### src/hdl/dkb_pkg.sv
// dkb_pkg: shared types and constants for the debounced key / LED blink / UART echo block.
// Used by debounced_key_led_blink_uart_echo and dkb_checker. No dependencies.
`timescale 1ns / 1ps

package dkb_pkg;

    // Item kinds
    localparam logic [1:0] CMD_TICK = 2'd0;
    localparam logic [1:0] CMD_KEY  = 2'd1;
    localparam logic [1:0] CMD_RX   = 2'd2;

    // Configuration register indexes
    localparam int unsigned CFG_IDX_W = 3;
    localparam logic [CFG_IDX_W-1:0] CFG_DEBOUNCE   = 3'd0;
    localparam logic [CFG_IDX_W-1:0] CFG_PERIOD0    = 3'd1;
    localparam logic [CFG_IDX_W-1:0] CFG_PERIOD4    = 3'd5;
    localparam logic [CFG_IDX_W-1:0] CFG_ACTIVE_LOW = 3'd6;
    localparam int unsigned CFG_DATA_W = 16;

    localparam int unsigned NUM_PERIODS       = 5;
    localparam int unsigned NUM_MODES_DEFAULT = 5;

    localparam logic [7:0]  DEBOUNCE_RESET   = 8'd20;
    localparam logic [15:0] PERIOD_RESET [NUM_PERIODS] =
        '{16'd200, 16'd500, 16'd1000, 16'd2000, 16'd5000};
    localparam logic        ACTIVE_LOW_RESET = 1'b1;

    localparam logic [7:0] ASCII_ZERO = 8'h30;
    localparam logic [7:0] ASCII_ONE  = 8'h31;

    typedef struct packed {
        logic [1:0] command;
        logic [1:0] key_pins;
        logic [7:0] rx_byte;
    } in_item_t;

    typedef struct packed {
        logic [9:0] gpio_word;
        logic       tx_valid;
        logic [7:0] tx_byte;
        logic       last;
    } out_item_t;

endpackage

### src/hdl/debounced_key_led_blink_uart_echo.sv
// Usage notes
// Input channel (in_valid/in_ready/in_item): one request per tick, key edge event or
// received UART byte. Each request gives one or two results on the output channel
// (out_valid/out_ready/out_item); last marks the final result of a request.
// Config channel (cfg_valid/cfg_ready/cfg_index/cfg_data): always ready, write only
// while no request is outstanding. Index 0 debounce ticks, 1..5 blink periods,
// 6 key polarity.
// Result path: an accepted request writes its results straight into the result queue,
// whose head drives out_valid and out_item.
// Throughput: one request per cycle when each gives one result and out_ready is high;
// a two-byte request (both keys confirmed on one tick) sends its results one by one.
// The rate is set by the single output port of the 4-entry result queue.
// in_ready is high while the queue has room for two results, so an accepted
// request never waits on the result side.
// Reset: config registers take their default values, key/blink/LED state and
// the received-byte latch clear to zero, the result queue empties.
// Stall: with out_ready low the head result holds; requests keep being accepted
// until fewer than two queue entries are free, then in_ready drops.
`timescale 1ns / 1ps

module debounced_key_led_blink_uart_echo #(
    parameter int unsigned NUM_MODES = dkb_pkg::NUM_MODES_DEFAULT
) (
    input  logic                                clk,
    input  logic                                rst_n,
    input  logic                                in_valid,
    output logic                                in_ready,
    input  dkb_pkg::in_item_t                   in_item,
    output logic                                out_valid,
    input  logic                                out_ready,
    output dkb_pkg::out_item_t                  out_item,
    input  logic                                cfg_valid,
    output logic                                cfg_ready,
    input  logic [dkb_pkg::CFG_IDX_W-1:0]       cfg_index,
    input  logic [dkb_pkg::CFG_DATA_W-1:0]      cfg_data
);

    localparam int unsigned QDEPTH = 4;

    // configuration
    logic [7:0]  debounce_ticks_reg;
    logic [15:0] period_reg [dkb_pkg::NUM_PERIODS];
    logic        active_low_reg;
    logic [2:0]  period_wr_idx;

    // block state
    logic [7:0]  debounce_left_reg, debounce_left_next;
    logic        debounce_busy_reg, debounce_busy_next;
    logic [1:0]  key_candidate_reg, key_candidate_next;
    logic [1:0]  key_confirmed_reg, key_confirmed_next;
    logic [2:0]  blink_mode_reg, blink_mode_next;
    logic [15:0] blink_elapsed_reg, blink_elapsed_next;
    logic        led0_on_reg, led0_on_next;
    logic        led1_on_reg, led1_on_next;
    logic [7:0]  rx_latch_reg, rx_latch_next;

    // result queue
    dkb_pkg::out_item_t fifo_reg [QDEPTH];
    logic [1:0] wr_ptr_reg, rd_ptr_reg;
    logic [2:0] count_reg, count_next;

    logic        accept, pop;
    logic [1:0]  sample;
    logic [7:0]  left_dec;
    logic [1:0]  pressed;
    logic [3:0]  mode_inc;
    logic [2:0]  mode_sel;
    logic [15:0] cur_period;
    logic [16:0] elapsed_inc;
    logic [9:0]  gpio_next;
    logic [7:0]  tx0, tx1;
    logic [1:0]  ntx;
    logic [1:0]  push_n;
    dkb_pkg::out_item_t res0, res1;

    assign cfg_ready = 1'b1;
    assign in_ready  = (count_reg <= 3'(QDEPTH - 2));
    assign accept    = in_valid && in_ready;
    assign out_valid = (count_reg != 3'd0);
    assign out_item  = fifo_reg[rd_ptr_reg];
    assign pop       = out_valid && out_ready;

    assign period_wr_idx = cfg_index - dkb_pkg::CFG_PERIOD0;

    always_ff @(posedge clk or negedge rst_n)
    begin
        if (!rst_n)
        begin
            debounce_ticks_reg <= dkb_pkg::DEBOUNCE_RESET;
            active_low_reg     <= dkb_pkg::ACTIVE_LOW_RESET;
            for (int i = 0; i < dkb_pkg::NUM_PERIODS; i++)
            begin
                period_reg[i] <= dkb_pkg::PERIOD_RESET[i];
            end
        end
        else if (cfg_valid && cfg_ready)
        begin
            if (cfg_index == dkb_pkg::CFG_DEBOUNCE)
            begin
                debounce_ticks_reg <= cfg_data[7:0];
            end
            else if (cfg_index inside {[dkb_pkg::CFG_PERIOD0:dkb_pkg::CFG_PERIOD4]})
            begin
                period_reg[period_wr_idx] <= cfg_data;
            end
            else if (cfg_index == dkb_pkg::CFG_ACTIVE_LOW)
            begin
                active_low_reg <= cfg_data[0];
            end
        end
    end

    // one pass of the key / blink / echo update
    always_comb
    begin
        debounce_left_next = debounce_left_reg;
        debounce_busy_next = debounce_busy_reg;
        key_candidate_next = key_candidate_reg;
        key_confirmed_next = key_confirmed_reg;
        blink_mode_next    = blink_mode_reg;
        blink_elapsed_next = blink_elapsed_reg;
        led0_on_next       = led0_on_reg;
        led1_on_next       = led1_on_reg;
        rx_latch_next      = rx_latch_reg;
        tx0                = 8'd0;
        tx1                = 8'd0;
        ntx                = 2'd0;
        pressed            = 2'b00;

        sample   = in_item.key_pins ^ {2{active_low_reg}};
        left_dec = (debounce_left_reg != 8'd0) ? debounce_left_reg - 8'd1 : 8'd0;
        mode_inc = {1'b0, blink_mode_reg} + 4'd1;

        case (in_item.command)
            dkb_pkg::CMD_TICK:
            begin
                if (debounce_busy_reg)
                begin
                    debounce_left_next = left_dec;
                    if (left_dec == 8'd0)
                    begin
                        if (sample == key_candidate_reg)
                        begin
                            pressed            = (key_confirmed_reg ^ sample) & sample;
                            debounce_busy_next = 1'b0;
                            key_confirmed_next = sample;
                            led1_on_next       = sample[1];
                            if (pressed[0])
                            begin
                                blink_mode_next = (mode_inc >= 4'(NUM_MODES)) ? 3'd0
                                                                                : mode_inc[2:0];
                                blink_elapsed_next = 16'd0;
                                led0_on_next       = 1'b1;
                            end
                        end
                        else
                        begin
                            key_candidate_next = sample;
                            debounce_left_next = debounce_ticks_reg;
                        end
                    end
                end
                // tx slots: '0' first when both keys go down together
                if (pressed == 2'b11)
                begin
                    tx0 = dkb_pkg::ASCII_ZERO;
                    tx1 = dkb_pkg::ASCII_ONE;
                    ntx = 2'd2;
                end
                else if (pressed[0])
                begin
                    tx0 = dkb_pkg::ASCII_ZERO;
                    ntx = 2'd1;
                end
                else if (pressed[1])
                begin
                    tx0 = dkb_pkg::ASCII_ONE;
                    ntx = 2'd1;
                end
            end
            dkb_pkg::CMD_KEY:
            begin
                key_candidate_next = sample;
                debounce_left_next = debounce_ticks_reg;
                debounce_busy_next = 1'b1;
            end
            dkb_pkg::CMD_RX:
            begin
                tx0           = in_item.rx_byte;
                ntx           = 2'd1;
                rx_latch_next = in_item.rx_byte;
            end
            default:
            begin
                ntx = 2'd0;
            end
        endcase

        // blink timer, with the mode already updated
        mode_sel = (blink_mode_next > 3'(dkb_pkg::NUM_PERIODS - 1))
                 ? 3'(dkb_pkg::NUM_PERIODS - 1) : blink_mode_next;
        cur_period  = period_reg[mode_sel];
        elapsed_inc = {1'b0, blink_elapsed_next} + 17'd1;
        if (in_item.command == dkb_pkg::CMD_TICK)
        begin
            if (elapsed_inc >= {1'b0, cur_period})
            begin
                blink_elapsed_next = 16'd0;
                led0_on_next       = ~led0_on_next;
            end
            else
            begin
                blink_elapsed_next = elapsed_inc[15:0];
            end
        end

        gpio_next = {rx_latch_next, led1_on_next, led0_on_next};

        res0.gpio_word = gpio_next;
        res0.tx_valid  = (ntx != 2'd0);
        res0.tx_byte   = tx0;
        res0.last      = (ntx != 2'd2);
        res1.gpio_word = gpio_next;
        res1.tx_valid  = 1'b1;
        res1.tx_byte   = tx1;
        res1.last      = 1'b1;

        push_n = accept ? ((ntx == 2'd2) ? 2'd2 : 2'd1) : 2'd0;
    end

    always_ff @(posedge clk or negedge rst_n)
    begin
        if (!rst_n)
        begin
            debounce_left_reg <= '0;
            debounce_busy_reg <= 1'b0;
            key_candidate_reg <= '0;
            key_confirmed_reg <= '0;
            blink_mode_reg    <= '0;
            blink_elapsed_reg <= '0;
            led0_on_reg       <= 1'b0;
            led1_on_reg       <= 1'b0;
            rx_latch_reg      <= '0;
        end
        else if (accept)
        begin
            debounce_left_reg <= debounce_left_next;
            debounce_busy_reg <= debounce_busy_next;
            key_candidate_reg <= key_candidate_next;
            key_confirmed_reg <= key_confirmed_next;
            blink_mode_reg    <= blink_mode_next;
            blink_elapsed_reg <= blink_elapsed_next;
            led0_on_reg       <= led0_on_next;
            led1_on_reg       <= led1_on_next;
            rx_latch_reg      <= rx_latch_next;
        end
    end

    assign count_next = count_reg + {1'b0, push_n} - {2'b00, pop};

    always_ff @(posedge clk or negedge rst_n)
    begin
        if (!rst_n)
        begin
            wr_ptr_reg <= '0;
            rd_ptr_reg <= '0;
            count_reg  <= '0;
        end
        else
        begin
            wr_ptr_reg <= wr_ptr_reg + push_n;
            rd_ptr_reg <= rd_ptr_reg + {1'b0, pop};
            count_reg  <= count_next;
        end
    end

    always_ff @(posedge clk)
    begin
        if (push_n != 2'd0)
        begin
            fifo_reg[wr_ptr_reg] <= res0;
        end
        if (push_n == 2'd2)
        begin
            fifo_reg[wr_ptr_reg + 2'd1] <= res1;
        end
    end

endmodule

### config.mk
export PLATFORM = sky130hd
export DESIGN_NAME = debounced_key_led_blink_uart_echo
export DESIGN_NICKNAME = d
export VERILOG_FILES = /design/src/hdl/dkb_pkg.sv /design/src/hdl/debounced_key_led_blink_uart_echo.sv
export SDC_FILE = /design/constraint.sdc
export NUM_CORES = 1
export LEC_CHECK = 0
export BUFFER_PORTS_ARGS = -buffer_cell sky130_fd_sc_hd__buf_2
export CELL_PAD_IN_SITES_DETAIL_PLACEMENT = 1
export CELL_PAD_IN_SITES_GLOBAL_PLACEMENT = 1
export CORE_MARGIN = 4
export CORE_UTILIZATION = 30
export CTS_BUF_LIST = sky130_fd_sc_hd__clkbuf_4 sky130_fd_sc_hd__clkbuf_8
export DETAILED_ROUTE_END_ITERATION = 8
export PLACE_DENSITY = 0.58
export SYNTH_ARGS = -nofsm -noshare
export SYNTH_HDL_FRONTEND = slang
export SYNTH_SLANG_ARGS = --single-unit
### constraint.sdc
create_clock -name clk -period 16.4 [get_ports clk]
set_input_delay 2.46 -clock clk [delete_from_list [all_inputs] [get_ports clk]]
set_output_delay 2.46 -clock clk [all_outputs]
set_load 0.02 [all_outputs]
Word level (Yosys, flattened, before mapping)
Memory sizes are Yosys's and may differ from the RTL's.
Index checks and enable logic that the tools add are counted.
{"block": "word_totals", "mem_bits_rw": 80, "mem_count": 1, "register_bits": 138, "input_bits": 36, "output_inout_bits": 23}
{"name": "fifo_reg", "words": 4, "word_bits": 20, "read_ports": 1, "rd_clocked_by_memory_dff": 0, "write_ports": 2, "line": "debounced_key_led_blink_uart_echo.sv:58", "text": "dkb_pkg::out_item_t fifo_reg [QDEPTH];"}
{"block": "op_classes", "bitwise": 8, "n_lt_le_gt_ge": 9, "n_eq_ne": 11, "n_reduce_logical": 19, "mux": 65, "addsub": 9}
{"cell": "$mux W16", "count": 10}
{"cell": "$bwmux W80", "count": 1}
{"cell": "$bmux W16 S3", "count": 1}
{"cell": "$demux W16 S3", "count": 1}
{"cell": "$mux W8", "count": 5}
{"cell": "$pmux W8 S2", "count": 2}
{"cell": "$mux W6", "count": 5}
{"cell": "$mux W3", "count": 7}
{"cell": "$mux W1", "count": 20}
{"cell": "$mux W2", "count": 10}
{"cell": "$add A16 B1 Y17 const B", "count": 1}
{"cell": "$ge A17 B16 Y1", "count": 1}
{"cell": "$reduce_and A5 Y1", "count": 2}
{"cell": "$eq A2 B2 Y1 const B", "count": 4}
{"cell": "$ge A4 B4 Y1 const B", "count": 2}
{"cell": "$logic_not A8 Y1", "count": 1}
{"cell": "$ne A2 B2 Y1 const B", "count": 4}
{"cell": "$not A3 Y4", "count": 2}
{"cell": "$pmux W2 S2", "count": 2}
{"cell": "$reduce_bool A8 Y1", "count": 1}
{"cell": "$sub A8 B1 Y8 const B", "count": 1}
{"cell": "$reduce_and A3 Y1", "count": 2}
{"cell": "$reduce_bool A2 Y1", "count": 3}
{"cell": "$add A3 B1 Y4 const B", "count": 1}
{"cell": "25 further kinds", "count": 32}

Longest topological paths before layout
{"block": "logic_depth", "ltp_word": 17, "depth_mapped": 23, "depth_no_buf": 21}

Least setup slack after synthesis
OpenSTA, ideal clock, no wires.
{"block": "synth_timing", "kind": "input-to-reg", "startpoint": "in in_item[10] (netlist name)", "endpoint": "mem fifo_reg[0][10] (netlist name), data pin", "arrival_ps": 6590, "setup_ps": 267, "cell_stages": 20, "n_path_buf": 2, "setup_slack_ps": 9543, "cell_sequence": "nor2_2 nand4b_1 or2_2 nor4_4 clkbuf_1 nor2b_1 ha_1 nand4_1 nor2_1 and3_1 xnor2_1 nor2_1 ha_1 a21o_1 a211oi_1 o211ai_1 a21o_1 buf_4 a211oi_4 nor3_1"}
{"element": "start, declared", "line": "debounced_key_led_blink_uart_echo.sv:28", "text": "input dkb_pkg::in_item_t in_item,"}
{"element": "end, declared", "line": "debounced_key_led_blink_uart_echo.sv:58"}

==> metrics <==
WL/cell=18.97 um; CTS tree=done; CP Capture Type=flip-flop; Flop pwr share=0.396; Final TNS setup=0 ns; maximum buffer depth of the clock tree=3; non-filler cells, final=1,520; RSZ-0062 raised after global routing=no; Cell variety after synth=76; Seq/Total Area, Yosys=0.5081; clk sink count=218; Sw Share=0.3478; Slew headroom=0.2817; mapped cell area=0.01104 mm2; FF-to-FF Start=debounce_left_reg[0]; Main synth FF type=dfrtp_1; Synth Register Bits=218; register-to-register setup slack=9.92 ns; clock slew at reported path FFs=0.07 ns; Finished Core Util=0.3489; post-CTS setup buffer count=0; clk_skew=0.01888 ns; largest net degree at the start of global routing=90; Period Utilization, post-route=0.4596; Crit Reg-Reg Endpoint=fifo_reg[1][10]; WHS=0.4612 ns; ys async rst share=0.6330; core area=0.03643 mm2; # diodes=0; P_sw=0.7425 mW; Post-CTS Hold Fix Bufs=0; PortBufs=57; io pins=59; Max Cap Violations=0; H-tree levels=2; Clock Latency Late Sink=0.54 ns; Worst-Margin Slew=1.070 ns; die height=199.9 um; antenna violations before repair=0; gp weighted congestion=0.7991; net count reported at finish=1,092; Core Rows=70; Via Count=7,702; root buffer cell=clkbuf_8; final period demand of the worst path=7.537 ns; Reg2Reg Depth=17; combinational power share=0.331; DRC errors left=0; Worst EP arrival=7.83 ns; share of layout cells above drive strength 1=0.3061; fmax=0.1327 GHz; Worst Setup EP=fifo_reg[1][10]; cell internal pwr=1.392 mW; vias in the first global route=8,217; die width=199.9 um; Yosys top cell area share=0.2470; Vias/cell=5.067; critical path fanouts, max=34; cells after synthesis=958; Hold Crit Class=reg2reg; final hold viol count=0; Post-synth EDFFs=52; Final Max Tran Viols=0; Inst Count DP=1,449; Final setup viols=0; cts repair resizes=0; CTS Buf Count=39; first-pass iteration count of the detailed router=7; Iter 0 DRT Violations=358; worst path required time=16.69 ns; Post-Route WL=28,830 um; global-route wire length before repair=46,730 um; Initial Util=0.3031; area delta synth->final=15.10%; PD cells=167.9 mW/mm2; CP Class=in2reg; Total GRT Usage=0.1470; worst vdd ir=0.00007300 V; status=complete, no violations; YS warnings=0; leakage=5.227 nW; die area=0.03995 mm2; antenna viol nets, final=0; Synth area leader=dfrtp_1; total gr overflow=0; ranking of synthesized cells by area=dfrtp_1 (25%), edfxtp_1 (14%), mux2_2 (9.2%); startpoint class of the critical path=input pin; Worst Setup SP=in_item[10]; clock network power share=0.273; DP HPWL=19,630 um; Net Count, Synth=1,028; Post-Syn Area per Cell=11.53 um2
-- cell usage after synthesis, drive strengths merged (3+ instances only) --
master	instances
mux2i	25
clkbuf	35
xor2	14
xnor2	11
a21boi	5
dfstp	29
a21oi	41
or2	4
a211oi	9
nand2b	9
and3	8
dfxtp	28
edfxtp	52
nor3	20
nand2	62
mux4	20
o41ai	10
or3	11
a211o	3
and2	3
nor2b	8
inv	23
mux2	91
ha	33
buf	13
nor4	4
o21ai	48
nand3	14
o211ai	6
a22o	3
nor3b	4
a221oi	12
a21o	5
dfrtp	109
nand4b	4
nor2	134
nand4	6
o2bb2ai	12
-- area by class of cell --
class	count	area, um2
inverter	23	86.33
clock buffer	55	713.2
timing repair buffer	71	396.6
fill	4021	23720
multi-input combinational	669	5139
sequential	218	5612
tap	468	585.6
clock inverter	16	180.2
-- worst min path at each step --
stage / end / cells after the start / slack (ns) / from
CTS: fifo_reg[1][0] / 2 / 0.47 / fifo_reg[1][0]
detailed placement: fifo_reg[1][0] / 2 / 0.46 / fifo_reg[1][0]
finish: fifo_reg[1][0] / 2 / 0.46 / fifo_reg[1][0]
global placement: fifo_reg[1][0] / 2 / 0.45 / fifo_reg[1][0]
global route: fifo_reg[1][0] / 2 / 0.49 / fifo_reg[1][0]
floorplan: fifo_reg[1][0] / 2 / 0.43 / fifo_reg[1][0]
-- logic make-up after synthesis --
| logic type | after synthesis | synth area share |
|---|---|---|
| buffers and inverters | 71 | 0.02855 |
| multiplexers | 136 | 0.1566 |
| AND/OR/NAND/NOR | 298 | 0.1281 |
| other | 1 | 0.0003395 |
| AO/OA/AOI/OAI | 175 | 0.1193 |
| XOR/XNOR | 25 | 0.01983 |
| adder cells (fa/ha/maj) | 34 | 0.03920 |
| flip-flops | 218 | 0.5081 |
-- cell usage in the layout, fill, tap and decap left out, types with 4 or more instances in the layout --
cell	instances
mux2i_1	25
inv_1	23
ha_1	33
xor2_1	14
nor3_1	18
dfrtp_1	109
or3_1	11
edfxtp_1	52
nand2_1	62
dfstp_2	29
bufinv_16	4
o2bb2ai_1	12
clkinv_2	12
a21oi_1	40
xnor2_1	11
nand4_1	6
buf_4	14
clkbuf_4	7
a221oi_2	7
o21ai_0	46
o41ai_2	8
nor2_1	133
nand4b_1	4
a21boi_0	5
buf_2	56
nor2b_1	7
o211ai_1	6
and3_1	8
a21o_1	5
dfxtp_1	28
mux2_2	90
a221oi_1	5
or2_2	4
nand3_1	14
clkbuf_8	48
nand2b_1	7
mux4_2	20
a211oi_1	8
-- through the flow --
stage | instance area, um2 | setup WS [ns] | power (mW)
floorplan | 11040 | 9.543 | 1.352
global placement | 11820 | 8.444 | 1.553
detailed placement | 11820 | 8.262 | 1.573
CTS | 12710 | 8.834 | 2.168
global route | 12710 | 8.424 | 2.288
finish | 12710 | 8.863 | 2.135
-- worst max-delay path, stage by stage --
cell	delay, ns
buf_2	0.16
nor2_2	0.38
nand4b_1	0.25
or2_2	0.39
nor4_4	0.26
buf_4	0.43
a21oi_4	0.33
nor3_2	0.79
o2bb2ai_1	0.20
a221oi_2	0.05
ha_1	0.34
nor2b_1	0.13
o21ai_0	0.14
nand2b_1	0.08
a211oi_1	0.25
o211ai_1	0.13
a21o_1	0.49
a211oi_4	0.44
nor3_1	0.10
-- routing by layer --
metal | global-route usage | part of all wire
met5 | 0 | 0
met4 | 0.03346 | 0.016
met3 | 0.02753 | 0.037
met2 | 0.2431 | 0.48
met1 | 0.2022 | 0.47
-- power by group through the flow --
stage / Combinational, mW / Clock, mW / Sequential [mW]
finish: 0.706 / 0.583 / 0.846
global route: 0.792 / 0.628 / 0.868
CTS: 0.720 / 0.600 / 0.847
detailed placement: 0.716 / 0 / 0.856
global placement: 0.702 / 0 / 0.851
floorplan: 0.542 / 0 / 0.810
Power figures use the tool's default switching activity.
